**config.mk**
```make
export PLATFORM = sky130hd
export DESIGN_NAME = exponential_ad_envelope_flat
export DESIGN_NICKNAME = d
export VERILOG_FILES = /design/src/ade_pkg.sv /design/src/ade_in_if.sv /design/src/ade_out_if.sv /design/src/ade_step.sv /design/src/exponential_ad_envelope.sv /design/src/flat_wrapper.sv
export SDC_FILE = /design/constraint.sdc
export NUM_CORES = 2
export LEC_CHECK = 0
export ABC_AREA = 1
export BUFFER_PORTS_ARGS = -buffer_cell sky130_fd_sc_hd__buf_2
export CORE_ASPECT_RATIO = 0.5
export CORE_MARGIN = 10
export CORE_UTILIZATION = 55
export DETAILED_ROUTE_END_ITERATION = 10
export GPL_TIMING_DRIVEN = 0
export PLACE_DENSITY = 0.72
export SYNTH_ARGS = -nofsm -noshare
export SYNTH_HDL_FRONTEND = slang
export SYNTH_SLANG_ARGS = --single-unit
```
**constraint.sdc**
```tcl
create_clock -name i_clk -period 12.8 [get_ports i_clk]
set_input_delay 0 -clock i_clk [delete_from_list [all_inputs] [get_ports i_clk]]
set_output_delay 0 -clock i_clk [all_outputs]
set_load 0.05 [all_outputs]
```
**src/ade_pkg.sv**
```systemverilog
// Shared types and constants for the exponential attack/decay envelope.
// Depends on nothing; ade_out_if, ade_step and the top level refer to it by scoped names.
package ade_pkg;

    localparam int LEVEL_W = 24;
    localparam int COEFF_W = 24;
    localparam int COUNT_W = 25;
    localparam int CFG_DATA_W = 24;
    localparam int CFG_IDX_W = 3;
    localparam int COEFF_FRAC = 22;

    // A start level of zero is replaced by roughly 0.001 in Q4.20.
    localparam logic [LEVEL_W-1:0] START_FLOOR = 24'd1049;
    localparam logic [LEVEL_W-1:0] LEVEL_MAX = 24'hFFFFFF;

    typedef logic [CFG_IDX_W-1:0] t_reg_idx;

    localparam t_reg_idx REG_INIT_LEVEL = 3'd0;
    localparam t_reg_idx REG_ATTACK_COEFF = 3'd1;
    localparam t_reg_idx REG_DECAY_COEFF = 3'd2;
    localparam t_reg_idx REG_ATTACK_SAMPLES = 3'd3;
    localparam t_reg_idx REG_DECAY_SAMPLES = 3'd4;

    typedef enum logic [1:0] {
        PH_IDLE = 2'd0,
        PH_ATTACK = 2'd1,
        PH_DECAY = 2'd2
    } t_phase;

    typedef struct packed {
        logic [LEVEL_W-1:0] init_level;
        logic signed [COEFF_W-1:0] attack_coeff;
        logic signed [COEFF_W-1:0] decay_coeff;
        logic [LEVEL_W-1:0] attack_samples;
        logic [LEVEL_W-1:0] decay_samples;
    } t_cfg;

    typedef struct packed {
        t_phase phase;
        logic [COUNT_W-1:0] count;
        logic [LEVEL_W-1:0] level;
        logic prev_gate;
        logic prev_trigger;
    } t_state;

endpackage

```
**src/ade_in_if.sv**
```systemverilog
// Input channel of the envelope: one item carries the gate and trigger flags.
// Stands alone; used by the top level.
interface ade_in_if;
    logic valid;
    logic ready;
    logic gate;
    logic trigger;

    modport source (output valid, output gate, output trigger, input ready);
    modport sink (input valid, input gate, input trigger, output ready);
endinterface

```
**src/ade_out_if.sv**
```systemverilog
// Output channel of the envelope: one item carries one level in Q4.20.
// Uses ade_pkg for the level width.
interface ade_out_if;
    logic valid;
    logic ready;
    logic [ade_pkg::LEVEL_W-1:0] level;

    modport source (output valid, output level, input ready);
    modport sink (input valid, input level, output ready);
endinterface

```
**src/ade_step.sv**
```systemverilog
// Next-state logic of the envelope for one sample: edge detect, phase update
// and the level scaling multiply. Uses the types and constants of ade_pkg.
module ade_step (
    input  ade_pkg::t_cfg   i_cfg,
    input  ade_pkg::t_state i_state,
    input  logic            i_gate,
    input  logic            i_trigger,
    output ade_pkg::t_state o_state,
    output logic            o_restart
);

    logic [ade_pkg::LEVEL_W-1:0]        w_base;
    ade_pkg::t_phase                    w_phase;
    logic [ade_pkg::COUNT_W-1:0]        w_count;
    logic [ade_pkg::COUNT_W-1:0]        w_count_inc;
    logic [ade_pkg::LEVEL_W-1:0]        w_lvl_in;
    logic signed [ade_pkg::COEFF_W-1:0] w_coeff;
    logic signed [48:0]                 w_prod;
    logic signed [26:0]                 w_delta;
    logic signed [27:0]                 w_sum;
    logic [ade_pkg::LEVEL_W-1:0]        w_scaled;

    assign w_base = (i_cfg.init_level != '0) ? i_cfg.init_level : ade_pkg::START_FLOOR;
    assign o_restart = (i_trigger & ~i_state.prev_trigger) | (i_gate & ~i_state.prev_gate);

    always_comb begin
        w_phase = i_state.phase;
        w_count = i_state.count;
        if (o_restart) begin
            if (i_cfg.attack_samples != '0) begin
                w_phase = ade_pkg::PH_ATTACK;
            end
            w_count = '0;
        end
    end

    assign w_count_inc = w_count + 1'b1;

    // Attack reloads the start level on its first sample before scaling.
    assign w_lvl_in = (w_phase == ade_pkg::PH_ATTACK && w_count == '0) ? w_base
                                                                        : i_state.level;
    assign w_coeff = (w_phase == ade_pkg::PH_ATTACK) ? i_cfg.attack_coeff : i_cfg.decay_coeff;

    // Rounding adds one half; the arithmetic shift then floors, so ties go upward.
    assign w_prod = $signed({1'b0, w_lvl_in}) * w_coeff + 49'sd2097152;
    assign w_delta = w_prod[48:ade_pkg::COEFF_FRAC];
    assign w_sum = $signed({4'b0000, w_lvl_in}) + $signed({w_delta[26], w_delta});

    always_comb begin
        if (w_sum[27]) begin
            w_scaled = '0;
        end else if (w_sum[26:24] != 3'b000) begin
            w_scaled = ade_pkg::LEVEL_MAX;
        end else begin
            w_scaled = w_sum[23:0];
        end
    end

    always_comb begin
        o_state.phase = w_phase;
        o_state.count = w_count;
        o_state.level = i_state.level;
        o_state.prev_gate = i_gate;
        o_state.prev_trigger = i_trigger;
        unique case (w_phase)
            ade_pkg::PH_IDLE: begin
                o_state.level = w_base;
            end
            ade_pkg::PH_ATTACK: begin
                o_state.count = w_count_inc;
                if (w_count_inc > {1'b0, i_cfg.attack_samples}) begin
                    o_state.phase = ade_pkg::PH_DECAY;
                    o_state.count = '0;
                    o_state.level = w_lvl_in;
                end else begin
                    o_state.level = w_scaled;
                end
            end
            ade_pkg::PH_DECAY: begin
                o_state.count = w_count_inc;
                if (w_count_inc > {1'b0, i_cfg.decay_samples}) begin
                    o_state.phase = ade_pkg::PH_IDLE;
                    o_state.count = '0;
                end else begin
                    o_state.level = w_scaled;
                end
            end
            default: begin
                o_state.level = '0;
            end
        endcase
    end

endmodule

```
**src/exponential_ad_envelope.sv**
```systemverilog
// Top level of the exponential attack/decay envelope: configuration registers,
// input stage, state registers and output register. Uses ade_pkg, ade_step and both channels.
//
//  port        dir    carries
//  i_sample    sink   item of gate and trigger flags
//  o_level     source item of one envelope level, Q4.20
//  i_cfg_*     in     register write: enable, index, 24-bit data
//
// One item a cycle while the output is not stalled: an accepted item is held in the input stage,
// and its level is loaded into the output register when the step advances, and is then offered.
// The envelope state and the single 25 x 24 multiply update once per item in that step.
// A stalled output holds the input stage, which then holds the input channel.
// Synchronous active-low reset clears the configuration, the envelope state and both valids.
module exponential_ad_envelope (
    input  logic                          i_clk,
    input  logic                          i_rst_n,
    ade_in_if.sink                        i_sample,
    ade_out_if.source                     o_level,
    input  logic                          i_cfg_we,
    input  ade_pkg::t_reg_idx             i_cfg_idx,
    input  logic [ade_pkg::CFG_DATA_W-1:0] i_cfg_data
);

    ade_pkg::t_cfg   r_cfg;
    ade_pkg::t_state r_state;
    ade_pkg::t_state n_state;
    logic            r_in_valid;
    logic            r_in_gate;
    logic            r_in_trigger;
    logic            r_out_valid;
    logic [ade_pkg::LEVEL_W-1:0] r_out_level;
    logic            w_adv;
    logic            w_restart;

    assign w_adv = r_in_valid && (!r_out_valid || o_level.ready);
    assign i_sample.ready = !r_in_valid || w_adv;
    assign o_level.valid = r_out_valid;
    assign o_level.level = r_out_level;

    always_ff @(posedge i_clk) begin
        if (!i_rst_n) begin
            r_cfg <= '0;
        end else if (i_cfg_we) begin
            unique case (i_cfg_idx)
                ade_pkg::REG_INIT_LEVEL:     r_cfg.init_level <= i_cfg_data;
                ade_pkg::REG_ATTACK_COEFF:   r_cfg.attack_coeff <= $signed(i_cfg_data);
                ade_pkg::REG_DECAY_COEFF:    r_cfg.decay_coeff <= $signed(i_cfg_data);
                ade_pkg::REG_ATTACK_SAMPLES: r_cfg.attack_samples <= i_cfg_data;
                ade_pkg::REG_DECAY_SAMPLES:  r_cfg.decay_samples <= i_cfg_data;
                default: begin
                end
            endcase
        end
    end

    ade_step u_step (
        .i_cfg     (r_cfg),
        .i_state   (r_state),
        .i_gate    (r_in_gate),
        .i_trigger (r_in_trigger),
        .o_state   (n_state),
        .o_restart (w_restart)
    );

    always_ff @(posedge i_clk) begin
        if (!i_rst_n) begin
            r_in_valid <= 1'b0;
            r_out_valid <= 1'b0;
            r_state <= '{phase: ade_pkg::PH_IDLE, default: '0};
        end else begin
            if (i_sample.ready) begin
                r_in_valid <= i_sample.valid;
            end
            if (w_adv) begin
                r_out_valid <= 1'b1;
                r_state <= n_state;
            end else if (o_level.ready) begin
                r_out_valid <= 1'b0;
            end
        end
    end

    always_ff @(posedge i_clk) begin
        if (i_sample.ready && i_sample.valid) begin
            r_in_gate <= i_sample.gate;
            r_in_trigger <= i_sample.trigger;
        end
        if (w_adv) begin
            r_out_level <= n_state.level;
        end
    end

`ifndef ASSERT_OFF
    // The counter is only ever left non-zero inside attack or decay.
    a_idle_count_zero: assert property (@(posedge i_clk) disable iff (!i_rst_n)
        r_state.phase == ade_pkg::PH_IDLE |-> r_state.count == '0)
        else $error("sample count non-zero while idle");

    // A flag edge with attack enabled always lands in attack.
    a_restart_attack: assert property (@(posedge i_clk) disable iff (!i_rst_n)
        w_adv && w_restart && r_cfg.attack_samples != '0 |=>
        r_state.phase == ade_pkg::PH_ATTACK && r_state.count == 1)
        else $error("restart did not enter attack");

    // A held input stage keeps its item until the output side frees up.
    a_stage_holds: assert property (@(posedge i_clk) disable iff (!i_rst_n)
        r_in_valid && !w_adv |=> r_in_valid && $stable(r_in_gate) && $stable(r_in_trigger))
        else $error("input stage dropped a stalled item");

    // A new result only appears after the step has advanced.
    a_out_from_adv: assert property (@(posedge i_clk) disable iff (!i_rst_n)
        $rose(r_out_valid) |-> $past(w_adv))
        else $error("result appeared without a step");
`endif

endmodule
```
**src/flat_wrapper.sv**
```systemverilog
// flat-port wrapper written by rule: the top's interface ports become plain ports
module exponential_ad_envelope_flat 
  (i_clk, i_rst_n, i_cfg_we, i_cfg_idx, i_cfg_data, i_sample_valid, i_sample_gate, i_sample_trigger, i_sample_ready, o_level_valid, o_level_level, o_level_ready);
  ade_in_if i_sample_i ();
  ade_out_if o_level_i ();
  input  logic i_clk;
  input  logic i_rst_n;
  input  logic i_cfg_we;
  input  ade_pkg::t_reg_idx i_cfg_idx;
  input  logic [ade_pkg::CFG_DATA_W-1:0] i_cfg_data;
  input wire logic [$bits(i_sample_i.valid)-1:0] i_sample_valid;
  input wire logic [$bits(i_sample_i.gate)-1:0] i_sample_gate;
  input wire logic [$bits(i_sample_i.trigger)-1:0] i_sample_trigger;
  output wire logic [$bits(i_sample_i.ready)-1:0] i_sample_ready;
  output wire logic [$bits(o_level_i.valid)-1:0] o_level_valid;
  output wire logic [$bits(o_level_i.level)-1:0] o_level_level;
  input wire logic [$bits(o_level_i.ready)-1:0] o_level_ready;
  assign i_sample_i.valid = i_sample_valid;
  assign i_sample_i.gate = i_sample_gate;
  assign i_sample_i.trigger = i_sample_trigger;
  assign i_sample_ready = i_sample_i.ready;
  assign o_level_valid = o_level_i.valid;
  assign o_level_level = o_level_i.level;
  assign o_level_i.ready = o_level_ready;
  exponential_ad_envelope u_core (.i_clk(i_clk), .i_rst_n(i_rst_n), .i_sample(i_sample_i), .o_level(o_level_i), .i_cfg_we(i_cfg_we), .i_cfg_idx(i_cfg_idx), .i_cfg_data(i_cfg_data));
endmodule
```
## After elaboration in Yosys (flattened, before gate mapping)

Index checks and enable logic that the tools add are counted.

| storage, ports and cells | value |
|---|---|
| flip-flop bits (word level) | 201 |

| operators by class | value |
|---|---|
| add/subtract/negate cells | 3 |
| $mul | 1 |
| $lt $le $gt $ge | 2 |
| equal/unequal tests | 6 |
| multiplexer cells | 16 |
| bitwise gates (word level) | 5 |
| reduce and logical (&&, ||, !) cells | 19 |

Operators with widths:

| kind | number |
|---|---|
| two-way mux 24 bit | 7 |
| case mux 24 bit (3 select lines) | 1 |
| two-way mux 27 bit | 2 |
| case mux 27 bit (2 select lines) | 1 |
| > comparator 25 x 24 -> 1 bit | 2 |
| adder 49 x 23 -> 49 bit (second input constant) | 1 |
| multiplier 25 x 24 -> 49 bit | 1 |
| nonzero test 24 bit | 2 |
| adder 25 x 27 -> 28 bit | 1 |
| adder 25 x 1 -> 25 bit (second input constant) | 1 |
| zero test 25 bit | 1 |
| two-way mux 25 bit | 1 |
| AND reduction 2 bit | 5 |
| equality test 3 x 2 -> 1 bit (second input constant) | 2 |
| two-way mux 2 bit | 2 |
| equality test 3 x 1 -> 1 bit (second input constant) | 1 |
| equality test 3 bit (second input constant) | 1 |
| logical AND 1 bit | 3 |
| zero test 3 bit | 1 |
| nonzero test 3 bit | 1 |
| AND 1 bit | 2 |
| equality test 2 x 1 -> 1 bit (second input constant) | 1 |
| equality test 2 bit (second input constant) | 1 |
| zero test 1 bit | 2 |
| 6 further kinds | 9 |

## Longest topological paths before layout

| logic depth | value |
|---|---|
| depth in word-level cells | 15 |
| mapped depth | 64 |
| depth with buffers taken out | 61 |

## Modules after synthesis

Synthesis repeated with hierarchy kept, for this count alone.

| unflattened totals | value |
|---|---|
| cell total of the unflattened synthesis | 4,295 |
| area total of the unflattened synthesis | 32,088.3 µm² |

By module, submodules not included:

| module | instances | cells each | area an instance (µm²) |
|---|---|---|---|
| ade_step | 1 | 3,279 | 24,274.5 |
| exponential_ad_envelope | 1 | 1,016 | 7,813.7 |

## Worst setup path before layout

Ideal clock, no wire load.

| timing | value |
|---|---|
| kind | register to register |
| start | reg u_core.r_in_trigger |
| end | reg u_core.r_out_level, in the netlist u_core.o_level.level[2], data pin |
| setup time | 252 ps |
| arrival | 10,035 ps |
| required time | 12,548 ps |
| path slack | 2,513 ps |
| cell stages (with the launch flop) | 58 |
| period minus slack after synthesis | 10,287 ps |
| cell sequence | edfxtp_1 nand2_4 nand2_4 clkbuf_1 nand2_1 inv_1 nor2_1 inv_1 ha_1 nand2_1 inv_1 nand3_1 nor2_2 nand3_2 inv_1 clkbuf_1 or2_2 o21ai_0 [22 not listed] o21a_1 xnor2_1 ha_1 nand3_1 o221ai_1 a21oi_1 nor2_1 o21ai_0 o211ai_1 nand4_1 nand2_1 a21oi_4 nor2_8 buf_6 nand2_1 nand2_1 nand2_1 inv_1 |

RTL lines:

| what | RTL line | source |
|---|---|---|
| start, declared | exponential_ad_envelope.sv:29 | `logic r_in_trigger;` |
| start signal, assigned | exponential_ad_envelope.sv:86 | `r_in_trigger <= i_sample.trigger;` |
| end signal, assigned | exponential_ad_envelope.sv:89 | `r_out_level <= n_state.level;` |
| end, declared | exponential_ad_envelope.sv:31 | `logic [ade_pkg::LEVEL_W-1:0] r_out_level;` |

==> impl_metrics.json <==
{
  "status": "finished, final reports clean",
  "yosysWarnings": 0,
  "worst_path_largest_cell_delay_ps": 550,
  "nets": 4873,
  "timing.rr.start": "u_core.r_cfg[27]",
  "ys.flop_type": "dfxtp_1",
  "cts_tree": "done",
  "antenna_found_initial": 2,
  "grt.overflow.total": 0,
  "endpoint": "u_core.o_level.level[22]",
  "cp_num_buf_inv": 11,
  "die_h_um": 187,
  "crit_type": "flip-flop to flip-flop",
  "seq_area_frac_synth_pct": 14.0,
  "synth_edf_count": 26,
  "synth-seq-cells": 201,
  "crit_fanout": 12,
  "synth_area_leaders": "fa_1 (32%), dfxtp_1 (11%), ha_1 (11%), inv_1 (9.6%), nand2_1 (8.0%)",
  "setup_viol": 0,
  "critical_path.startpoint_type": "flip-flop",
  "ys_types": 53,
  "drc": 0,
  "powerDensity_nw_per_um2": 134,
  "die_area_sq_um": 65900,
  "critPathSlowestCell": "fa_1",
  "syn_to_final_growth_pct": 10.2,
  "drtIter0Drc": 2806,
  "cts_max_level": 1,
  "relSlewSlack_pct": 39.4,
  "start_util_pct": 56.2,
  "viasPerCell": 5.72,
  "dieWidth_um": 353,
  "cts.clk_slew.worst_paths_ps": 60,
  "cts_buffer_depth": 3,
  "regArea_sq_um": 4280,
  "wl_um": 112000,
  "nFillCells": 5038,
  "post_drt_wl_per_cell_um": 23.2,
  "crit_path_frequent_cell": "inv_1",
  "dr.pass1.iters": 6,
  "io_buffer_count": 58,
  "core_area_sq_um": 54400,
  "rrSetupSlack_ps": 340,
  "vias": 27700,
  "p_leak_uw": 0.0164,
  "ant_nets": 0,
  "cp.depth": 48,
  "hpwl_um": 92000,
  "clk_latency_ps": 530,
  "gp_congestion": 1.02,
  "syn-mean-instance-area_sq_um": 7.74,
  "clock-skew-final_ps": 21.5,
  "critPathLaunch": "u_core.r_cfg[27]",
  "ff2ff_path_depth": 48,
  "num_rows": 60,
  "critPathArrivalTime_ps": 12750,
  "timing.final.max_slew_violations": 0,
  "synth_top_cell_by_area": "fa_1",
  "root_buffer": "clkbuf_16",
  "multiInputGateArea_sq_um": 23000,
  "hold_slack_ps": 79.6,
  "cp.required_ps": 13090,
  "netlist_instances": 3947,
  "final_area_sq_um": 33700,
  "drive_gt1_share_pct": 9.47,
  "cts.sinks": 201,
  "final.setup.tns_ps": 0,
  "max_cap_viol_count": 0,
  "yosysTopAreaCellShare_pct": 31.7,
  "grt_pass1_vias": 28200,
  "cts_buffers": 23,
  "timing.fmax_mhz": 80.2,
  "worstReg2RegEnd": "u_core.o_level.level[22]",
  "fin_crit_sh_pct": 97.4,
  "grt_max_degree": 34,
  "n_antenna_cell": 0,
  "hold_class": "input port to flip-flop",
  "worst_ir_drop_vdd_v": 0.000117,
  "async_flop_share_pct": 0,
  "cpLargestDelayFamily": "adder cells",
  "pin_count": 60,
  "finalHoldViolCount": 0,
  "period_minus_slack_ps": 12460,
  "grt_pass1_wl_um": 169000,
  "grt.total_usage_pct": 33.2,
  "netlist_area_sq_um": 30500,
  "placed_area_sq_um": 31800,
  "worstMarginPinSlew_ps": 908,
  "synthesis.nets": 4738,
  "cp-end-kind": "flip-flop"
}
## how the worst min path moves through the flow
stage,startpoint,end,slack [ps],cells after the start
after floorplan,i_sample_gate,u_core.r_in_gate,100,0
after global placement,i_sample_gate,u_core.r_in_gate,180,1
after detailed placement,i_sample_gate,u_core.r_in_gate,180,1
after CTS,i_cfg_idx[0],u_core.r_cfg[95],60,5
after global routing,i_cfg_idx[0],u_core.r_cfg[74],120,5
final,i_cfg_idx[0],u_core.r_cfg[95],80,5
## kinds of logic (layout without fill, tap and decap cells)
family / Yosys count / after routing / synth area share [%]
buffers and inverters: 973 / 1125 / 12.2
and+or+nand+nor: 1323 / 1323 / 17.8
AOI/OAI and AO/OA: 623 / 623 / 11.1
adders and majority gates: 757 / 757 / 42.9
DFF: 201 / 201 / 14.0
xor gates and xnor gates: 70 / 70 / 2.03
## worst min-delay path: cells and delay by family
family          cells  cell delay, ps
compound gates      1             190
simple gates        2             170
buf+inv             2             180
## layout make-up
type,instances,area share [%]
multi-input combinational,2773,68.2
sequential,201,12.7
inverter,799,8.97
tap,744,2.77
buffer,170,2.75
timing repair buffer,114,2.46
clock buffer,31,1.89
clock inverter,11,0.208
## layer usage
layer	vias to the layer above	GRT usage [%]	wire, um
li1	12400	-	-
met1	13600	41.8	43000
met2	1470	50.7	47800
met3	285	13.1	16400
met4	4	13.2	5130
met5	-	0	153
## per-stage QoR
stage          power (uW)  instances  setup slack [ps]  utilization, %
5_1_grt              4720       4843             -10.1            61.9
2_1_floorplan        2390       3947              2510               -
3_5_place_dp         3530       4750             -1540            58.5
4_1_cts              4220       4823              2.49            60.8
3_3_place_gp         3510       4749             -1560            58.5
6_report             4500       4843               337            61.9
## where the power goes
group | switching [uW] | internal [uW]
Clock | 276 | 350
Sequential | 27.0 | 704
Combinational | 2240 | 904
Total | 2540 | 1960
## flip-flops by register name, summed over array words and instances, names as in the netlist
signal,cells
u_core.r_in_valid,1
u_core.r_state,53
u_core.r_cfg,120
u_core.o_level.level,24
u_core.r_in_gate,1
u_core.r_in_trigger,1
u_core.o_level.valid,1
## repair_timing
| action | CTS | global route |
|---|---|---|
| hold buffers | 31 | 0 |
| gates resized for setup | 129 | 205 |
| setup endpoints to repair | 48 | 48 |
| hold endpoints to repair | 125 | 0 |
| setup buffers | 1 | 23 |
| gates cloned | 0 | 0 |
| pin swaps | 1 | 13 |
## cell usage after synthesis (2+ instances only)
cell type    n
o221a_2      2
inv_1      784
a21o_1       6
o21a_1      16
a21oi_1    252
nor3_1      20
buf_4        7
xor2_1      41
o21ai_1     17
or2_2       21
clkinv_1     9
nand4_1     20
buf_6        5
o21bai_1     2
nand2_4      3
nor2_4       7
a21oi_2     21
nand2_1    649
nor2_1     470
buf_1       20
a221oi_1     2
clkbuf_1   137
xnor2_1     28
a31oi_1     13
nand3_1     90
fa_1       483
nand3_2      4
dfxtp_1    175
a211oi_1     4
o211ai_1    13
nor4_1      12
nand2_2     18
edfxtp_1    26
ha_1       274
o21ai_0    263
buf_2        4
inv_2        6
nor2_2       5
o221ai_1     4
## layout by cell type (no fill, tap or decap), drive strengths merged, types with 2 or more instances in the layout
| master | Yosys | final |
|---|---|---|
| o211ai | 14 | 14 |
| ha | 274 | 274 |
| or2 | 21 | 21 |
| nor2 | 483 | 483 |
| a31oi | 13 | 13 |
| nand4 | 20 | 20 |
| fa | 483 | 483 |
| o21ai | 280 | 280 |
| o21a | 16 | 16 |
| a221oi | 2 | 2 |
| o221ai | 4 | 4 |
| nor3 | 21 | 21 |
| a21oi | 274 | 274 |
| a21o | 6 | 6 |
| edfxtp | 26 | 26 |
| a211oi | 4 | 4 |
| clkinv | 9 | 13 |
| o21bai | 2 | 2 |
| clkbuf | 138 | 155 |
| o221a | 2 | 2 |
| dfxtp | 175 | 175 |
| dlygate4sd3 | 0 | 31 |
| nand2 | 670 | 670 |
| buf | 36 | 129 |
| nor4 | 12 | 12 |
| inv | 790 | 790 |
| nand3 | 95 | 95 |
| xnor2 | 28 | 28 |
| clkinvlp | 0 | 7 |
| xor2 | 42 | 42 |
No activity file was read; power rests on OpenSTA's default activity.
